### src/rtl/lkvc_pkg.sv
// ----------------------------------------------------------------------------
// lkvc_pkg
// Shared types and constants for the LRU key/value cache.
// ----------------------------------------------------------------------------
package lkvc_pkg;

  localparam int KEY_W  = 64;
  localparam int DATA_W = 64;
  localparam int CAP_W  = 4;

  localparam logic [CAP_W-1:0] CAP_RESET = 4'd8;

  typedef enum logic {
    FUNC_PUT = 1'b0,
    FUNC_GET = 1'b1
  } func_t;

  typedef struct packed {
    func_t              func;
    logic [KEY_W-1:0]   key;
    logic [DATA_W-1:0]  payload;
  } req_t;

  typedef struct packed {
    logic               hit;
    logic [DATA_W-1:0]  read_data;
    logic               evicted;
  } rsp_t;

endpackage

### src/rtl/lru_key_value_cache_core.sv
// ----------------------------------------------------------------------------
// lru_key_value_cache_core
// Fully associative key/value cache with least-recently-used replacement.
// ----------------------------------------------------------------------------
// Takes one put or get request per clock and returns one response per request,
// passing through the input register and then the response register. Keys,
// valid bits and recency ranks sit in flops and are compared against the
// request key in parallel; a rank update and a victim pick happen in that same
// pass. Payload data lives in a RAM whose registered read port forms the data
// part of the response register, so a sustained rate of one request per cycle
// holds whenever the response side does not stall. Write capacity via cfg only
// while idle (the block does not check); 0 acts as 1, above ENTRIES saturates.
// ----------------------------------------------------------------------------
module lru_key_value_cache_core #(
  parameter int ENTRIES   = 8,
  parameter int KEY_BITS  = 64,
  parameter int DATA_BITS = 64
) (
  input  logic                         clk,
  input  logic                         rst_n,
  input  logic                         in_valid,
  output logic                         in_stall,
  input  lkvc_pkg::req_t               in_data,
  output logic                         out_valid,
  input  logic                         out_stall,
  output lkvc_pkg::rsp_t               out_data,
  input  logic                         cfg_valid,
  output logic                         cfg_ready,
  input  logic [lkvc_pkg::CAP_W-1:0]   cfg_data
);

  localparam int IDX_W  = $clog2(ENTRIES);
  localparam int CNT_W  = $clog2(ENTRIES + 1);
  localparam int RANK_W = IDX_W;

  // request stage
  logic                        s1_v_r;
  lkvc_pkg::req_t              req_r;

  // response stage
  logic                        out_v_r;
  logic                        hit_r;
  logic                        evict_r;
  logic                        get_hit_r;
  logic [DATA_BITS-1:0]        ram_rdata;

  // cache state
  logic [lkvc_pkg::CAP_W-1:0]  cap_r;
  logic [ENTRIES-1:0]          valid_r, valid_nxt;
  logic [KEY_BITS-1:0]         key_r  [ENTRIES];
  logic [RANK_W-1:0]           rank_r [ENTRIES];
  logic [RANK_W-1:0]           rank_nxt [ENTRIES];
  logic [CNT_W-1:0]            fill_r, fill_nxt;

  logic                        advance;
  logic                        in_acc;
  logic [CNT_W-1:0]            cap_eff;
  logic [KEY_BITS-1:0]         req_key;
  logic [ENTRIES-1:0]          match;
  logic [IDX_W-1:0]            match_idx;
  logic [RANK_W-1:0]           match_rank;
  logic                        is_hit;
  logic                        is_put;
  logic                        need_evict;
  logic [RANK_W-1:0]           lru_rank;
  logic [ENTRIES-1:0]          victim_oh;
  logic [ENTRIES-1:0]          free_vec;
  logic [ENTRIES-1:0]          free_oh;
  logic [ENTRIES-1:0]          ins_oh;
  logic [IDX_W-1:0]            ins_idx;
  logic                        do_ins;
  logic                        do_touch;

  // ---------------- handshake ----------------
  assign advance   = s1_v_r && (!out_v_r || !out_stall);
  assign in_stall  = s1_v_r && !advance;
  assign in_acc    = in_valid && !in_stall;
  assign cfg_ready = 1'b1;

  always_ff @(posedge clk) begin
    if (!rst_n) begin
      s1_v_r <= 1'b0;
    end else if (in_acc) begin
      s1_v_r <= 1'b1;
    end else if (advance) begin
      s1_v_r <= 1'b0;
    end
  end

  always_ff @(posedge clk) begin
    if (in_acc) begin
      req_r <= in_data;
    end
  end

  always_ff @(posedge clk) begin
    if (!rst_n) begin
      cap_r <= lkvc_pkg::CAP_RESET;
    end else if (cfg_valid && cfg_ready) begin
      cap_r <= cfg_data;
    end
  end

  // ---------------- lookup ----------------
  always_comb begin
    if (cap_r == '0) begin
      cap_eff = CNT_W'(1);
    end else if (int'(cap_r) > ENTRIES) begin
      cap_eff = CNT_W'(ENTRIES);
    end else begin
      cap_eff = CNT_W'(cap_r);
    end
  end

  assign req_key = req_r.key[KEY_BITS-1:0];
  assign is_put  = (req_r.func == lkvc_pkg::FUNC_PUT);

  // valid keys are distinct, so at most one entry matches
  always_comb begin
    match_idx  = '0;
    match_rank = '0;
    for (int i = 0; i < ENTRIES; i++) begin
      match[i] = valid_r[i] && (key_r[i] == req_key);
      if (match[i]) begin
        match_idx  = match_idx | IDX_W'(i);
        match_rank = match_rank | rank_r[i];
      end
    end
  end

  assign is_hit     = |match;
  assign need_evict = (fill_r >= cap_eff);

  // valid ranks are always 0..fill-1, so the LRU entry holds rank fill-1
  assign lru_rank = RANK_W'(fill_r - CNT_W'(1));

  always_comb begin
    for (int i = 0; i < ENTRIES; i++) begin
      victim_oh[i] = valid_r[i] && (rank_r[i] == lru_rank);
    end
  end

  assign free_vec = ~valid_r;
  assign free_oh  = free_vec & (~free_vec + ENTRIES'(1));
  assign ins_oh   = need_evict ? victim_oh : free_oh;

  always_comb begin
    ins_idx = '0;
    for (int i = 0; i < ENTRIES; i++) begin
      if (ins_oh[i]) begin
        ins_idx = ins_idx | IDX_W'(i);
      end
    end
  end

  assign do_ins   = advance && is_put && !is_hit;
  assign do_touch = advance && is_hit;

  // ---------------- state update ----------------
  always_comb begin
    valid_nxt = valid_r;
    fill_nxt  = fill_r;
    for (int i = 0; i < ENTRIES; i++) begin
      rank_nxt[i] = rank_r[i];
    end
    if (do_touch) begin
      for (int i = 0; i < ENTRIES; i++) begin
        if (match[i]) begin
          rank_nxt[i] = '0;
        end else if (valid_r[i] && (rank_r[i] < match_rank)) begin
          rank_nxt[i] = rank_r[i] + RANK_W'(1);
        end
      end
    end
    if (do_ins) begin
      valid_nxt = valid_r | ins_oh;
      if (!need_evict) begin
        fill_nxt = fill_r + CNT_W'(1);
      end
      for (int i = 0; i < ENTRIES; i++) begin
        if (ins_oh[i]) begin
          rank_nxt[i] = '0;
        end else if (valid_r[i]) begin
          rank_nxt[i] = rank_r[i] + RANK_W'(1);
        end
      end
    end
  end

  always_ff @(posedge clk) begin
    if (!rst_n) begin
      valid_r <= '0;
      fill_r  <= '0;
      for (int i = 0; i < ENTRIES; i++) begin
        rank_r[i] <= '0;
      end
    end else begin
      valid_r <= valid_nxt;
      fill_r  <= fill_nxt;
      for (int i = 0; i < ENTRIES; i++) begin
        rank_r[i] <= rank_nxt[i];
      end
    end
  end

  always_ff @(posedge clk) begin
    for (int i = 0; i < ENTRIES; i++) begin
      if (do_ins && ins_oh[i]) begin
        key_r[i] <= req_key;
      end
    end
  end

  // payload store: write on any put, read at the match on every pass
  lkvc_ram #(
    .WIDTH (DATA_BITS),
    .DEPTH (ENTRIES)
  ) u_data_ram (
    .clk     (clk),
    .wr_en   (advance && is_put),
    .wr_addr (is_hit ? match_idx : ins_idx),
    .wr_data (req_r.payload[DATA_BITS-1:0]),
    .rd_en   (advance),
    .rd_addr (match_idx),
    .rd_data (ram_rdata)
  );

  // ---------------- response ----------------
  always_ff @(posedge clk) begin
    if (!rst_n) begin
      out_v_r <= 1'b0;
    end else if (advance) begin
      out_v_r <= 1'b1;
    end else if (!out_stall) begin
      out_v_r <= 1'b0;
    end
  end

  always_ff @(posedge clk) begin
    if (advance) begin
      hit_r     <= is_hit;
      evict_r   <= is_put && !is_hit && need_evict;
      get_hit_r <= is_hit && !is_put;
    end
  end

  assign out_valid          = out_v_r;
  assign out_data.hit       = hit_r;
  assign out_data.evicted   = evict_r;
  assign out_data.read_data = get_hit_r ? lkvc_pkg::DATA_W'(ram_rdata) : '0;

  // ---------------- assertions ----------------
  a_match_unique: assert property (@(posedge clk) disable iff (!rst_n)
    s1_v_r |-> $onehot0(match))
    else $error("more than one entry matches the request key");

  a_fill_tracks_valid: assert property (@(posedge clk) disable iff (!rst_n)
    $countones(valid_r) == int'(fill_r))
    else $error("fill count out of step with valid entries");

  a_fill_bound: assert property (@(posedge clk) disable iff (!rst_n)
    int'(fill_r) <= ENTRIES)
    else $error("fill count above entry count");

  a_advance_resp: assert property (@(posedge clk) disable iff (!rst_n)
    advance |=> out_v_r)
    else $error("processed request produced no response");

  a_evict_only_miss: assert property (@(posedge clk) disable iff (!rst_n)
    (out_v_r && evict_r) |-> !hit_r)
    else $error("eviction flagged on a hit");

endmodule

### src/rtl/lkvc_ram.sv
// ----------------------------------------------------------------------------
// lkvc_ram
// Generic single-write, single-read RAM with registered read data.
// ----------------------------------------------------------------------------
module lkvc_ram #(
  parameter int WIDTH = 64,
  parameter int DEPTH = 8
) (
  input  logic                     clk,
  input  logic                     wr_en,
  input  logic [$clog2(DEPTH)-1:0] wr_addr,
  input  logic [WIDTH-1:0]         wr_data,
  input  logic                     rd_en,
  input  logic [$clog2(DEPTH)-1:0] rd_addr,
  output logic [WIDTH-1:0]         rd_data
);

  logic [WIDTH-1:0] mem [DEPTH];

  always_ff @(posedge clk) begin
    if (wr_en) begin
      mem[wr_addr] <= wr_data;
    end
    if (rd_en) begin
      rd_data <= mem[rd_addr];
    end
  end

endmodule
### config.mk
export PLATFORM = sky130hd
export DESIGN_NAME = lru_key_value_cache_core
export DESIGN_NICKNAME = d
export VERILOG_FILES = /design/src/rtl/lkvc_pkg.sv /design/src/rtl/lru_key_value_cache_core.sv /design/src/rtl/lkvc_ram.sv
export SDC_FILE = /design/constraint.sdc
export NUM_CORES = 2
export LEC_CHECK = 0
export BUFFER_PORTS_ARGS = -buffer_cell sky130_fd_sc_hd__buf_2
export CORE_MARGIN = 1
export CORE_UTILIZATION = 42
export CTS_CLUSTER_DIAMETER = 150
export DETAILED_ROUTE_END_ITERATION = 10
export SETUP_SLACK_MARGIN = 0.4
export SYNTH_ARGS = -nofsm -noshare
export SYNTH_HDL_FRONTEND = slang
export SYNTH_SLANG_ARGS = --single-unit
### constraint.sdc
create_clock -name clk -period 8.5 [get_ports clk]
set_input_delay 0.425 -clock clk [delete_from_list [all_inputs] [get_ports clk]]
set_output_delay 0.425 -clock clk [all_outputs]
set_load 0.02 [all_outputs]
# After elaboration in Yosys (flattened, before gate mapping)
# Memory sizes are Yosys's and may differ from the RTL's. A register that Yosys moved wholly into a read port is not among the register bits.
# Index checks and enable logic that the tools add are counted.
word_totals:
  ramBits: 1048
  ff_bits: 150
  elab_cells: 217
  memories: 3
  input_bits: 138
mem_list:
  columns: ["memory", "words", "word_bits", "rd", "rd_ports_with_merged_regs", "wr", "line", "source"]
  rows:
  - ["key_r", 8, 64, 8, 0, 8, "lru_key_value_cache_core.sv:50", "logic [KEY_BITS-1:0] key_r [ENTRIES];"]
  - ["u_data_ram.mem", 8, 64, 1, 1, 1, "lkvc_ram.sv:18", "logic [WIDTH-1:0] mem [DEPTH];"]
  - ["rank_r", 8, 3, 8, 0, 8, "lru_key_value_cache_core.sv:51", "logic [RANK_W-1:0] rank_r [ENTRIES];"]
classes:
  order_cmp: 10
  bitwise: 21
  n_addsub: 11
  n_eq_ne: 17
  n_reduce_logical: 51
  muxes: 93
op_table:
  columns: ["op", "n"]
  rows:
  - ["64-bit == test", 8]
  - ["3-bit 2-to-1 mux", 57]
  - ["64-bit 2-to-1 mux", 1]
  - ["24-bit 2-to-1 mux", 2]
  - ["1-bit logical AND", 41]
  - ["1-bit 2-to-1 mux", 26]
  - ["3-bit by 1-bit adder with 3-bit output, second input constant", 8]
  - ["3-bit == test", 8]
  - ["3-bit < comparator", 8]
  - ["3-bit OR", 7]
  - ["8-bit NOT", 2]
  - ["8-bit by 1-bit adder with 8-bit output, second input constant", 1]
  - ["8-bit bitwise AND", 1]
  - ["2-bit 2-to-1 mux", 4]
  - ["4-bit 2-to-1 mux", 2]
  - ["8-bit 2-to-1 mux", 1]
  - ["1-bit OR", 8]
  - ["8-bit OR", 1]
  - ["8-bit OR reduction", 1]
  - ["1-bit zero test", 5]
  - ["4-bit by 1-bit adder with 4-bit output, second input constant", 1]
  - ["4-bit greater-or-equal comparator", 1]
  - ["4-bit greater-than comparator, second input constant", 1]
  - ["4-bit zero test", 1]
  - ["other kinds (6)", 7]

# Depth between registers and ports, before layout
# An unclocked memory read counts as a cell.
depth:
  depth_word: 27
  depth_mapped: 16

# Cells and area by module
# From an unflattened synthesis, not the netlist that was laid out.
hier_totals:
  cells_unflattened: 3139
  hier_area_um2: 52594.2
modules_own_cells:
  columns: ["module", "cells_per_inst", "n_inst", "area_each_um2", "seq_area_each_um2"]
  rows:
  - ["lru_key_value_cache_core", 2323, 1, 31406.4, 20179.4]
  - ["lkvc_ram", 816, 1, 21187.8, 17296.6]

# Worst setup path before layout
# OpenSTA, ideal clock, no wires.
synth_timing:
  kind: "reg2reg"
  startpoint: "register fill_r[0]"
  endpoint: "memory u_data_ram.mem[0][0] (enable)"
  required_ps: 7935
  setup_ps: 565
  path_stages_with_launch: 14
  setup_slack_ps: 185
  arrival_ps: 7750
  path_buffers: 2
  period_less_slack_ps: 8315
  cell_sequence: "dfxtp_1 -> clkbuf_1 -> inv_1 -> ha_1 -> nand2b_1 -> a21o_1 -> a21o_1 -> a21oi_1 -> clkbuf_1 -> o21a_1 -> nand2_1 -> or4_1 -> o21a_1 -> nor3_1"
synth_via:
  elab_chain_cells: 12
  elab_cells_between_ends: 25
synth_lines:
  columns: ["element", "line", "source"]
  rows:
  - ["from (decl)", "lru_key_value_cache_core.sv:53", "logic [CNT_W-1:0] fill_r, fill_nxt;"]
  - ["from (signal assigned)", "lru_key_value_cache_core.sv:199", "fill_r <= fill_nxt;"]
  - ["3-bit by 1-bit subtractor with 3-bit output (*)", "lru_key_value_cache_core.sv:135", "assign lru_rank = RANK_W'(fill_r - CNT_W'(1));"]
  - ["via lru_rank[0]", "lru_key_value_cache_core.sv:65", "logic [RANK_W-1:0] lru_rank;"]
  - ["3-bit == test", "lru_key_value_cache_core.sv:139", "victim_oh[i] = valid_r[i] && (rank_r[i] == lru_rank);"]
  - ["1-bit logical AND", "lru_key_value_cache_core.sv:139", null]
  - ["8-bit 2-to-1 mux (*)", "lru_key_value_cache_core.sv:145", "assign ins_oh = need_evict ? victim_oh : free_oh;"]
  - ["1-bit 2-to-1 mux", "lru_key_value_cache_core.sv:150", "if (ins_oh[i]) begin"]
  - ["2-bit 2-to-1 mux (2 in series)", "lru_key_value_cache_core.sv:150", null]
  - ["3-bit 2-to-1 mux (3 in series)", "lru_key_value_cache_core.sv:150", null]
  - ["3-bit 2-to-1 mux (*)", "lru_key_value_cache_core.sv:150", null]
  - ["3-bit 2-to-1 mux (*)", "lru_key_value_cache_core.sv:221", ".wr_addr (is_hit ? match_idx : ins_idx),"]
  - ["to (decl)", "lkvc_ram.sv:18", null]
# Mark *: on every way through the listed nets, which the timed path passes. The rest lies on a longest branch.

# Worst setup path after layout
layout_timing:
  startpoint: "register req_r (netlist bit req_key[6])"
  endpoint: "memory u_data_ram.mem[1][22] (enable)"
layout_via:
  elab_chain_cells: 10
  elab_cells_between_ends: 25
layout_lines:
  columns: ["element", "line", "source"]
  rows:
  - ["from (decl)", "lru_key_value_cache_core.sv:38", "lkvc_pkg::req_t req_r;"]
  - ["from (signal assigned)", "lru_key_value_cache_core.sv:92", "req_r <= in_data;"]
  - ["64-bit == test", "lru_key_value_cache_core.sv:123", "match[i] = valid_r[i] && (key_r[i] == req_key);"]
  - ["1-bit logical AND", "lru_key_value_cache_core.sv:123", null]
  - ["1-bit 2-to-1 mux", "lru_key_value_cache_core.sv:124", "if (match[i]) begin"]
  - ["2-bit 2-to-1 mux (2 in series)", "lru_key_value_cache_core.sv:124", null]
  - ["3-bit 2-to-1 mux (4 in series)", "lru_key_value_cache_core.sv:124", null]
  - ["3-bit 2-to-1 mux (*)", "lru_key_value_cache_core.sv:221", null]
# Mark *: on every way between the ends. The rest lies on a longest branch, timed or not.

==> qor.yml <==
finish:
  layout_commonest_cell: "edfxtp_1"
  areaGrowthSynthToFinish_pct: 16.4
  num-fill-cells: 10721
  layout-drive-gt1-share_pct: 15.7
  final_cell_mix: "edfxtp_1 (1220), xnor2_1 (314), buf_2 (205), nand2b_1 (202), nand4_1 (191)"
  n_antenna_cell: 0
  fin_nets: 4191
worst_setup_path:
  critPathMaxFanout: 64
  r2r-end: "u_data_ram.mem[1][22]"
  cp.required_ns: 8.86
  reg2reg_setup_slack_ns: 2.45
  critPathLaunchType: "register"
  ff2ff_path_depth: 12
  timing.rr.start: "req_key[6]"
  criticalPathCategory: "reg2reg"
  crit_path_end_kind: "register"
  arrival_ns: 6.41
yosys:
  yosys_warnings: 0
  synth_seq_cells: 1262
  synth_area_leaders: "edfxtp_1 (68%), xnor2_1 (5.1%), mux2_2 (2.7%), mux2i_1 (2.6%), nand2b_1 (2.4%)"
  synth_async_sr_flop_share_pct: 0
  syn_avg_cell_area_sq_um: 14.8
  synth-main-ff-cell: "edfxtp_1"
  yosysTopAreaCell: "edfxtp_1"
  synth_edf_count: 1220
  synth_top_area_share_pct: 68.1
  postSynthCellCount: 3630
  ys_types: 82
  yosysSeqAreaShare_pct: 69.7
  syn_area_sq_um: 53800
  syn_nets: 3798
floorplanning:
  io_pins: 207
  dieArea_sq_um: 129000
  start_util_pct: 42.6
  die_y_um: 360
  fp-row-count: 130
  core_area_sq_um: 126000
  die_w_um: 360
global_route:
  antenna_found_initial: 3
  grt_pass1_wl_mm: 211
  grt_pass1_vias: 31365
  grt_max_degree: 203
  grt_overflow: 0
  grt_util_all_layers_pct: 22.2
clock_network:
  cts_tree: "done"
  hold_buffers: 140
  clockBufferDepth: 3
  postCtsSetupBuffers: 0
  clock_latency_ns: 0.77
  htreeDepth: 4
  cts_root_buffer: "clkbuf_16"
  cts_sinks: 1262
  cts-buffers-inserted: 137
  cts.clk_slew.worst_paths_ns: 0.06
  cts_resized: 0
drt:
  vias: 32093
  dr.pass1.iters: 6
  drt_wl_total_mm: 144
  drc: 0
  drt_iter0_drc: 3273
  ant_nets: 0
  viasPerCell: 5.56
  wl_per_cell_um: 25.0
timing:
  drv_slew: 0
  finalSetupViolCount: 0
  fin_skew_ns: 0.0303
  min_period_over_period_pct: 71.2
  hold_violations: 0
  fin_crit_ns: 6.05
  setup_slack_ns: 2.45
  fin_setup_tns_ns: 0
  grt_setup_unrepaired: "no"
  slew_headroom_pct: 8.63
  timing.fmax_mhz: 165
  worst_pin_slew_ns: 1.36
pwr:
  power_density_nw_per_um2: 213
  peakVddDrop_mv: 0.195
  p_leak_uw: 0.0205
placed_design:
  routabilityCongestion: 0.932
  port_buffers: 205
  pre_cts_ws_ns: 2.57
  post-dp-hpwl_mm: 87.9
min_path:
  holdPathEnd: "valid_r[0]"
  holdCritStartpoint: "rst_n"
  hold_path_depth: 2
  hp-class: "in2reg"
outcome:
  status: "completed"
job:
  maxCapViolCount: 0
cells by family (layout without fill, tap and decap cells):
family          after synthesis  in the layout  share of synthesized area, %
compound gates              403            403                          4.93
xor+xnor                    411            411                          6.70
fa+ha+maj                    30             30                         0.698
buf+inv                     254            751                          2.14
flops                      1262           1262                          69.7
mux                         270            270                          5.33
other cells                   1              1                       0.00698
simple gates                999            999                          10.5
flip-flops by register name, summed over array words and instances (netlist names), 4 cells and up:
name                cells
cap_r                   4
fill_r                  4
key_r                 512
rank_r                 24
req_key                64
req_r                  65
u_data_ram.mem        512
u_data_ram.rd_data     64
valid_r                 8
metal layers:
layer  track usage [%]  up-vias  routed length, um
li1                  -    14561                  -
met1              31.7    16177              64900
met2              34.3     1141              65700
met3              3.93      212               9860
met4              7.19        2               3970
met5                 0        -                 13
where the power goes:
part / switching (uW) / leakage, uW / total [uW] / internal, uW
clock network: 2450 / 0.00208 / 5750 / 3300
registers: 109 / 0.0114 / 7020 / 6910
logic: 363 / 0.00693 / 583 / 220
total: 2930 / 0.0205 / 13400 / 10400
cell type report:
type                    instances  area, sq um  area share [%]
multi-input cells            2114        15300            24.4
clock inverters                71          697            1.11
flip-flops and latches       1262        37500            59.9
inverters                      78          295           0.472
well taps                    1650         2060            3.30
clock buffers                 172         3600            5.76
repair buffers                430         3170            5.06
worst max path at each step:
| stage | from | endpoint | slack [ns] | cells after the start |
|---|---|---|---|---|
| 3_5_place_dp | req_key[48] | u_data_ram.mem[1][26] | 2.57 | 12 |
| 2_1_floorplan | fill_r[0] | u_data_ram.mem[0][0] | 0.19 | 13 |
| 4_1_cts | req_key[48] | u_data_ram.mem[1][29] | 2.53 | 12 |
| 3_3_place_gp | req_key[48] | u_data_ram.mem[1][28] | 2.60 | 12 |
| 5_1_grt | req_key[6] | u_data_ram.mem[1][19] | 2.28 | 12 |
| 6_report | req_key[6] | u_data_ram.mem[1][22] | 2.45 | 12 |
through the flow:
step	power, uW	utilization (%)	cells	hold slack, ns	instance area [sq um]
2_1_floorplan	7410	-	3630	0.451	53800
6_report	13400	49.6	5777	0.279	62600
3_5_place_dp	7680	45.0	5394	0.484	56900
5_1_grt	13800	49.6	5777	0.267	62600
3_3_place_gp	7670	45.0	5394	0.463	56900
4_1_cts	13500	49.6	5777	0.222	62600
worst max-delay path: stages, from the launching register on:
cell and delay [ns]:
edfxtp_1 1.07, xnor2_1 0.23, nand4_1 0.17, nor4_1 1.09
nand4_1 0.25, nor2_1 0.37, nor4_2 0.10, buf_4 0.33
nand2_1 0.14, mux2_2 0.35, or3_1 0.44, nor3_2 0.15
buf_4 0.82
Yosys cell counts, types with 10 or more instances:
master / count
edfxtp_1: 1220
xnor2_1: 314
nand2b_1: 202
nand4_1: 191
nand2_1: 183
mux2i_1: 140
mux2_2: 130
o21ai_0: 130
xor2_1: 97
buf_2: 84
inv_1: 78
nor4_1: 72
o211ai_1: 72
and2_1: 71
nor2_1: 68
nor3_1: 59
clkbuf_1: 54
nand3_1: 53
dfxtp_1: 42
a21oi_1: 39
ha_1: 30
o21ai_1: 24
nor2b_1: 23
buf_4: 21
o2111ai_1: 18
o22ai_1: 16
buf_1: 15
or2_2: 11
a311oi_1: 10
and3_1: 10
or3_1: 10
No activity file was read; power rests on OpenSTA's default activity.
